<file path="src/hdl/pdf_object_rc4_encrypt_assert.svh">
// assertion macros for the pdf object rc4 cipher
`ifndef PDF_OBJECT_RC4_ENCRYPT_ASSERT_SVH
`define PDF_OBJECT_RC4_ENCRYPT_ASSERT_SVH
// implication checked every cycle outside reset
`define RC4_ASSERT_IMP(label, ante, cons) \
  label: assert property (@(posedge clk) disable iff (!rst_n) (ante) |-> (cons)) \
    else $error("assertion failed");
// next-cycle implication checked outside reset
`define RC4_ASSERT_NEXT(label, ante, cons) \
  label: assert property (@(posedge clk) disable iff (!rst_n) (ante) |=> (cons)) \
    else $error("assertion failed");
`endif

</file>
<file path="src/hdl/pdfrc4_pkg.sv">
// ----------------------------------------------------------------------------
// pdfrc4_pkg
// shared constants and md5 helpers for the per-object rc4 cipher
// ----------------------------------------------------------------------------
package pdfrc4_pkg;
  localparam int MaxKeyBytes = 16;
  localparam int MinKeyBytes = 5;
  localparam int DigestBytes = 16;

  typedef enum logic [1:0] {
    CFG_KEY_LOW  = 2'd0,
    CFG_KEY_HIGH = 2'd1,
    CFG_KEY_LEN  = 2'd2
  } cfg_reg_t;

  localparam logic [31:0] Md5InitA = 32'h67452301;
  localparam logic [31:0] Md5InitB = 32'hefcdab89;
  localparam logic [31:0] Md5InitC = 32'h98badcfe;
  localparam logic [31:0] Md5InitD = 32'h10325476;

  function automatic logic [31:0] md5_sine(input logic [5:0] k);
    logic [31:0] t [64];
    t = '{
      32'hd76aa478, 32'he8c7b756, 32'h242070db, 32'hc1bdceee, 32'hf57c0faf, 32'h4787c62a,
      32'ha8304613, 32'hfd469501, 32'h698098d8, 32'h8b44f7af, 32'hffff5bb1, 32'h895cd7be,
      32'h6b901122, 32'hfd987193, 32'ha679438e, 32'h49b40821, 32'hf61e2562, 32'hc040b340,
      32'h265e5a51, 32'he9b6c7aa, 32'hd62f105d, 32'h02441453, 32'hd8a1e681, 32'he7d3fbc8,
      32'h21e1cde6, 32'hc33707d6, 32'hf4d50d87, 32'h455a14ed, 32'ha9e3e905, 32'hfcefa3f8,
      32'h676f02d9, 32'h8d2a4c8a, 32'hfffa3942, 32'h8771f681, 32'h6d9d6122, 32'hfde5380c,
      32'ha4beea44, 32'h4bdecfa9, 32'hf6bb4b60, 32'hbebfbc70, 32'h289b7ec6, 32'heaa127fa,
      32'hd4ef3085, 32'h04881d05, 32'hd9d4d039, 32'he6db99e5, 32'h1fa27cf8, 32'hc4ac5665,
      32'hf4292244, 32'h432aff97, 32'hab9423a7, 32'hfc93a039, 32'h655b59c3, 32'h8f0ccc92,
      32'hffeff47d, 32'h85845dd1, 32'h6fa87e4f, 32'hfe2ce6e0, 32'ha3014314, 32'h4e0811a1,
      32'hf7537e82, 32'hbd3af235, 32'h2ad7d2bb, 32'heb86d391};
    return t[k];
  endfunction

  function automatic logic [4:0] md5_rot(input logic [5:0] k);
    logic [4:0] r [16];
    r = '{5'd7, 5'd12, 5'd17, 5'd22, 5'd5, 5'd9, 5'd14, 5'd20,
          5'd4, 5'd11, 5'd16, 5'd23, 5'd6, 5'd10, 5'd15, 5'd21};
    return r[{k[5:4], k[1:0]}];
  endfunction

  function automatic logic [3:0] md5_index(input logic [5:0] k);
    logic [3:0] g;
    unique case (k[5:4])
      2'd0: g = k[3:0];
      2'd1: g = 4'(5 * k[3:0] + 1);
      2'd2: g = 4'(3 * k[3:0] + 5);
      default: g = 4'(7 * k[3:0]);
    endcase
    return g;
  endfunction
endpackage

</file>
<file path="src/hdl/pdfrc4_md5.sv">
// ----------------------------------------------------------------------------
// pdfrc4_md5
// one-block md5 over the object key message, one round per cycle
// ----------------------------------------------------------------------------
module pdfrc4_md5 #(
  parameter int MAX_KEY_BYTES = pdfrc4_pkg::MaxKeyBytes
) (
  input  logic                       clk,
  input  logic                       rst_n,
  input  logic                       start,
  input  logic [MAX_KEY_BYTES*8-1:0] file_key,
  input  logic [4:0]                 key_len,
  input  logic [23:0]                obj_num,
  output logic                       done,
  output logic [127:0]               digest
);
  import pdfrc4_pkg::*;

  logic [511:0] blk_r, blk_nxt;
  logic [31:0]  a_r, b_r, c_r, d_r;
  logic [5:0]   k_r;
  logic         busy_r, done_r;
  logic [31:0]  f, w, sum, rot;
  logic [8:0]   bits;

  always_comb begin
    blk_nxt = '0;
    for (int i = 0; i < MAX_KEY_BYTES; i++) begin
      if (i < key_len) blk_nxt[i*8 +: 8] = file_key[i*8 +: 8];
    end
    blk_nxt[key_len*8 +: 24]        = obj_num;
    blk_nxt[(key_len+5)*8 +: 8]     = 8'h80;
    bits                            = 9'({key_len, 3'b000}) + 9'd40;
    blk_nxt[448 +: 9]               = bits;
  end

  always_comb begin
    unique case (k_r[5:4])
      2'd0: f = (b_r & c_r) | (~b_r & d_r);
      2'd1: f = (d_r & b_r) | (~d_r & c_r);
      2'd2: f = b_r ^ c_r ^ d_r;
      default: f = c_r ^ (b_r | ~d_r);
    endcase
    w   = blk_r[md5_index(k_r)*32 +: 32];
    sum = a_r + f + md5_sine(k_r) + w;
    rot = (sum << md5_rot(k_r)) | (sum >> (6'd32 - {1'b0, md5_rot(k_r)}));
  end

  always_ff @(posedge clk) begin
    if (!rst_n) begin
      busy_r <= 1'b0;
      done_r <= 1'b0;
      k_r    <= '0;
      a_r <= Md5InitA; b_r <= Md5InitB; c_r <= Md5InitC; d_r <= Md5InitD;
    end else begin
      done_r <= !start && busy_r && (k_r == 6'd63);
      if (start) begin
        blk_r  <= blk_nxt;
        busy_r <= 1'b1;
        k_r    <= '0;
        a_r <= Md5InitA; b_r <= Md5InitB; c_r <= Md5InitC; d_r <= Md5InitD;
      end else if (busy_r) begin
        a_r <= d_r;
        d_r <= c_r;
        c_r <= b_r;
        b_r <= b_r + rot;
        k_r <= k_r + 6'd1;
        if (k_r == 6'd63) begin
          busy_r <= 1'b0;
        end
      end
    end
  end

  assign done   = done_r;
  assign digest = {d_r + Md5InitD, c_r + Md5InitC, b_r + Md5InitB, a_r + Md5InitA};
endmodule

</file>
<file path="config.mk">
export PLATFORM = sky130hd
export DESIGN_NAME = pdfrc4_md5
export DESIGN_NICKNAME = d
export VERILOG_FILES = /design/src/hdl/pdf_object_rc4_encrypt_assert.svh /design/src/hdl/pdfrc4_pkg.sv /design/src/hdl/pdfrc4_md5.sv
export SDC_FILE = /design/constraint.sdc
export NUM_CORES = 2
export LEC_CHECK = 0
export ABC_AREA = 1
export BUFFER_PORTS_ARGS = -buffer_cell sky130_fd_sc_hd__buf_2
export CAP_MARGIN = 10
export CORE_MARGIN = 5
export CORE_UTILIZATION = 40
export CTS_CLUSTER_DIAMETER = 60
export CTS_CLUSTER_SIZE = 16
export DETAILED_ROUTE_END_ITERATION = 8
export MAX_ROUTING_LAYER = met4
export PLACE_DENSITY = 0.63
export SYNTH_ARGS = -nofsm -noshare
export SYNTH_HDL_FRONTEND = slang
export SYNTH_SLANG_ARGS = --single-unit
</file>
<file path="constraint.sdc">
create_clock -name clk -period 30.9 [get_ports clk]
set_input_delay 6.18 -clock clk [delete_from_list [all_inputs] [get_ports clk]]
set_output_delay 6.18 -clock clk [all_outputs]
set_load 0.02 [all_outputs]
</file>
==> metrics <==
outcome=complete, no violations; nets@finish=a little under 7k; Mapped Area=46400 µm²; switch share=47.4%; global-route wire length before repair=285000 µm; Routed WL per cell=23.8 µm; reg2reg path depth=47; Endpoint, Worst Hold=d_r[4]$_SDFFE_PP1P_; Layout area overhead=12.5%; Async SR Flop Fraction=0%; post-CTS resize count=0; final setup margin=between 15 and 20 ns; GR Overflow Total=0; area leader, netlist=edfxtp_1; # port buffers=288; Gate power share=around half; core area=around 120000 µm²; Yosys Warn Count=0; Main synth FF type=edfxtp_1; CP Launch Point=k_r[5]$_SDFFE_PP0P_; most frequent cells in the layout=nand2_1, inv_1, nor2_1, nand3_1, edfxtp_1; Tightest Pin Transition=1.11 ns; largest net degree at the start of global routing=201; Seq cells post-synth=around 650; initial DRC count=5218; Int Power=2.13 mW; maxcap violations=0; total track usage=31.4%; Clock Tree Buf Depth=3; Post-synth EDFFs=509; DRC errors left=0; final hold slack=0.543 ns; syn avg cell area=about 7.4 µm²; Pwr Density=77.6 nW/µm²; Max Fanout on Critical Path=153; GP Congestion=1.00; total clock sinks=between 600 and 700; Post-DP Area=49700 µm²; Critical Path Max Stage Delay=0.78 ns; startpoint types=flop; clk slew on worst S/H paths=0.07 ns; ANT nets after route=0; Final Util=45.1%; Initial Util=approximately two fifths; Setup crit end kind=flop; chip height=between 300 and 400 µm; vias in the first global route=43.5k; H-Tree Depth=3; Setup Buffers After CTS=0; initial antenna violation count=4; die area=~120000 µm²; slowest stage cell on the critical path=dfxtp_1; Skew-Pair Late Insertion Delay=0.69 ns; Setup Skew=0.0527 ns; Setup TNS Final=0 ns; via count=46.7k; TritonCTS clock tree=yes; fin crit share=38.4%; critical path arrival=12.44 ns; DRT Pass-1 Iters=8; crit path kind=reg2reg; width of the die=351 µm; start of the worst register-to-register path=k_r[5]$_SDFFE_PP0P_; top cells by area, synth=edfxtp_1, nand2_1, nand3_1; share of layout cells above drive strength 1=8.81%; worst hold path class=reg2reg; min cycle time layout=between 10 and 15 ns; unrepaired setup endpoints after global routing=false; fmax=84.2 MHz; Required @ worst endpoint=31.46 ns; Psw=1.92 mW; DP Worst Slack=about 19 ns; vias per cell=5.72; Top Ports=289; final number of setup-violating endpoints=0; reg-to-reg slack, setup=19.02 ns; Post-CTS Hold Fix Bufs=0; total CTS buffers=69; hold violation count in the final report=0; post-synth top area share=32.9%; sequential share of power=approximately a quarter; hold path start=c_r[4]$_SDFFE_PP1P_; Clk pwr share=22.2%; Max Slew Vio Count=0; CTS root buf=clkbuf_16; Post-DP HPWL=approximately 150000 µm; worst r2r dst=b_r[17]$_SDFFE_PP0P_; Seq/Total Area, Yosys=38.8%; Mapped Cells=between 6k and 7k; WHS Path Cells=2; total routed wirelength=194000 µm; num rows=approximately 130; Worst VDD drop=57.6 µV; slew margin rel.=25.7%; Distinct cells, synth=77; commonest non-fill, non-tap cell in the layout=nand2_1; crit-path most repeated cell=nand2_1; Leak=22.3 nW; fin area=52200 µm²
## layout make-up
type | instances | area [µm²]
diodes | 2 | 5.00
clock buffers | 76 | 1800
clock inverters | 49 | 648
fillers | 11900 | 63600
inverters | 753 | 2840
multi-input cells | 4750 | 25000
flip-flops and latches | 645 | 18000
well taps | 1524 | 1910
repair buffers | 353 | 1950
## kinds of logic after synthesis
logic type	synth area share, %
DFF	38.8
muxes	0.116
xor gates and xnor gates	2.67
and+or+nand+nor	25.4
buffers and inverters	8.97
other	0.00808
AOI/OAI and AO/OA	18.4
adders and majority gates	5.61
## stage by stage
stage,power (mW),cells
floorplan,2.46,6474
global placement,3.14,8025
detailed placement,3.13,8025
CTS,4.03,8150
global route,4.32,8152
finish,4.05,8152
## critical path, delay by kind of cell, from the launching register on
kind                     cells  cell delay [ns]
flip-flops                   1             0.78
buffers and inverters        8             2.18
adder cells (fa/ha/maj)      5             2.02
AO/OA/AOI/OAI               19             4.52
AND/OR/NAND/NOR             15             2.10
## state kept, by name (all words and copies together) (netlist names)
name / count
a_r: 32
b_r: 32
blk_r: 509
busy_r: 1
c_r: 32
d_r: 32
done: 1
k_r: 6
## Yosys cell counts (7+ instances only)
cell type  number
clkinv_1       10
edfxtp_1      509
nor4_1         18
o31ai_1        16
o2111ai_1      10
inv_2          28
a211oi_1       35
buf_2          46
a22oi_1        15
a2111oi_0      31
nand3_1       548
nand2_1      1443
a21oi_1       477
o21bai_1       10
a21boi_0        7
xnor2_1        19
o221ai_1       17
o21ai_2         7
dfxtp_1       136
a32o_1         62
o22ai_1        69
clkbuf_1      221
buf_1          46
o32ai_1         7
o21ai_0       412
nor2_2         13
buf_4          11
fa_1           65
nand2_2        12
xor2_1        117
nor3_2          7
nor2_1        562
a31oi_1        74
nor3_1        125
ha_1          104
inv_1         715
o21ai_1        62
o211ai_1       85
nand4_1        43
## power groups by stage
stage               Sequential [mW]  Combinational, mW  Clock (mW)
finish                         1.05               2.10       0.900
global route                   1.06               2.31       0.948
CTS                            1.05               2.07       0.914
detailed placement             1.07               2.06           0
global placement               1.07               2.07           0
floorplan                      1.06               1.40           0
## how the worst max path moves through the flow
stage	to	slack (ns)	cells after the start
detailed placement	b_r[17]$_SDFFE_PP0P_	19.12	47
global route	b_r[17]$_SDFFE_PP0P_	18.18	47
finish	b_r[17]$_SDFFE_PP0P_	19.02	47
floorplan	blk_r[0]$_DFFE_PP_	14.01	2
CTS	b_r[17]$_SDFFE_PP0P_	19.11	47
global placement	b_r[17]$_SDFFE_PP0P_	19.16	47
## per-layer routing
layer / wire length (µm) / part of all wire, % / up-vias / global-route usage [%]
li1: - / - / 21800 / -
met1: 80300 / 41 / 22200 / 40.4
met2: 88800 / 46 / 2218 / 49.7
met3: 14900 / 7.7 / 430 / 4.71
met4: 9830 / 5.1 / 0 / 13.4
met5: 0 / 0 / - / -
Power figures use the tool's default switching activity.
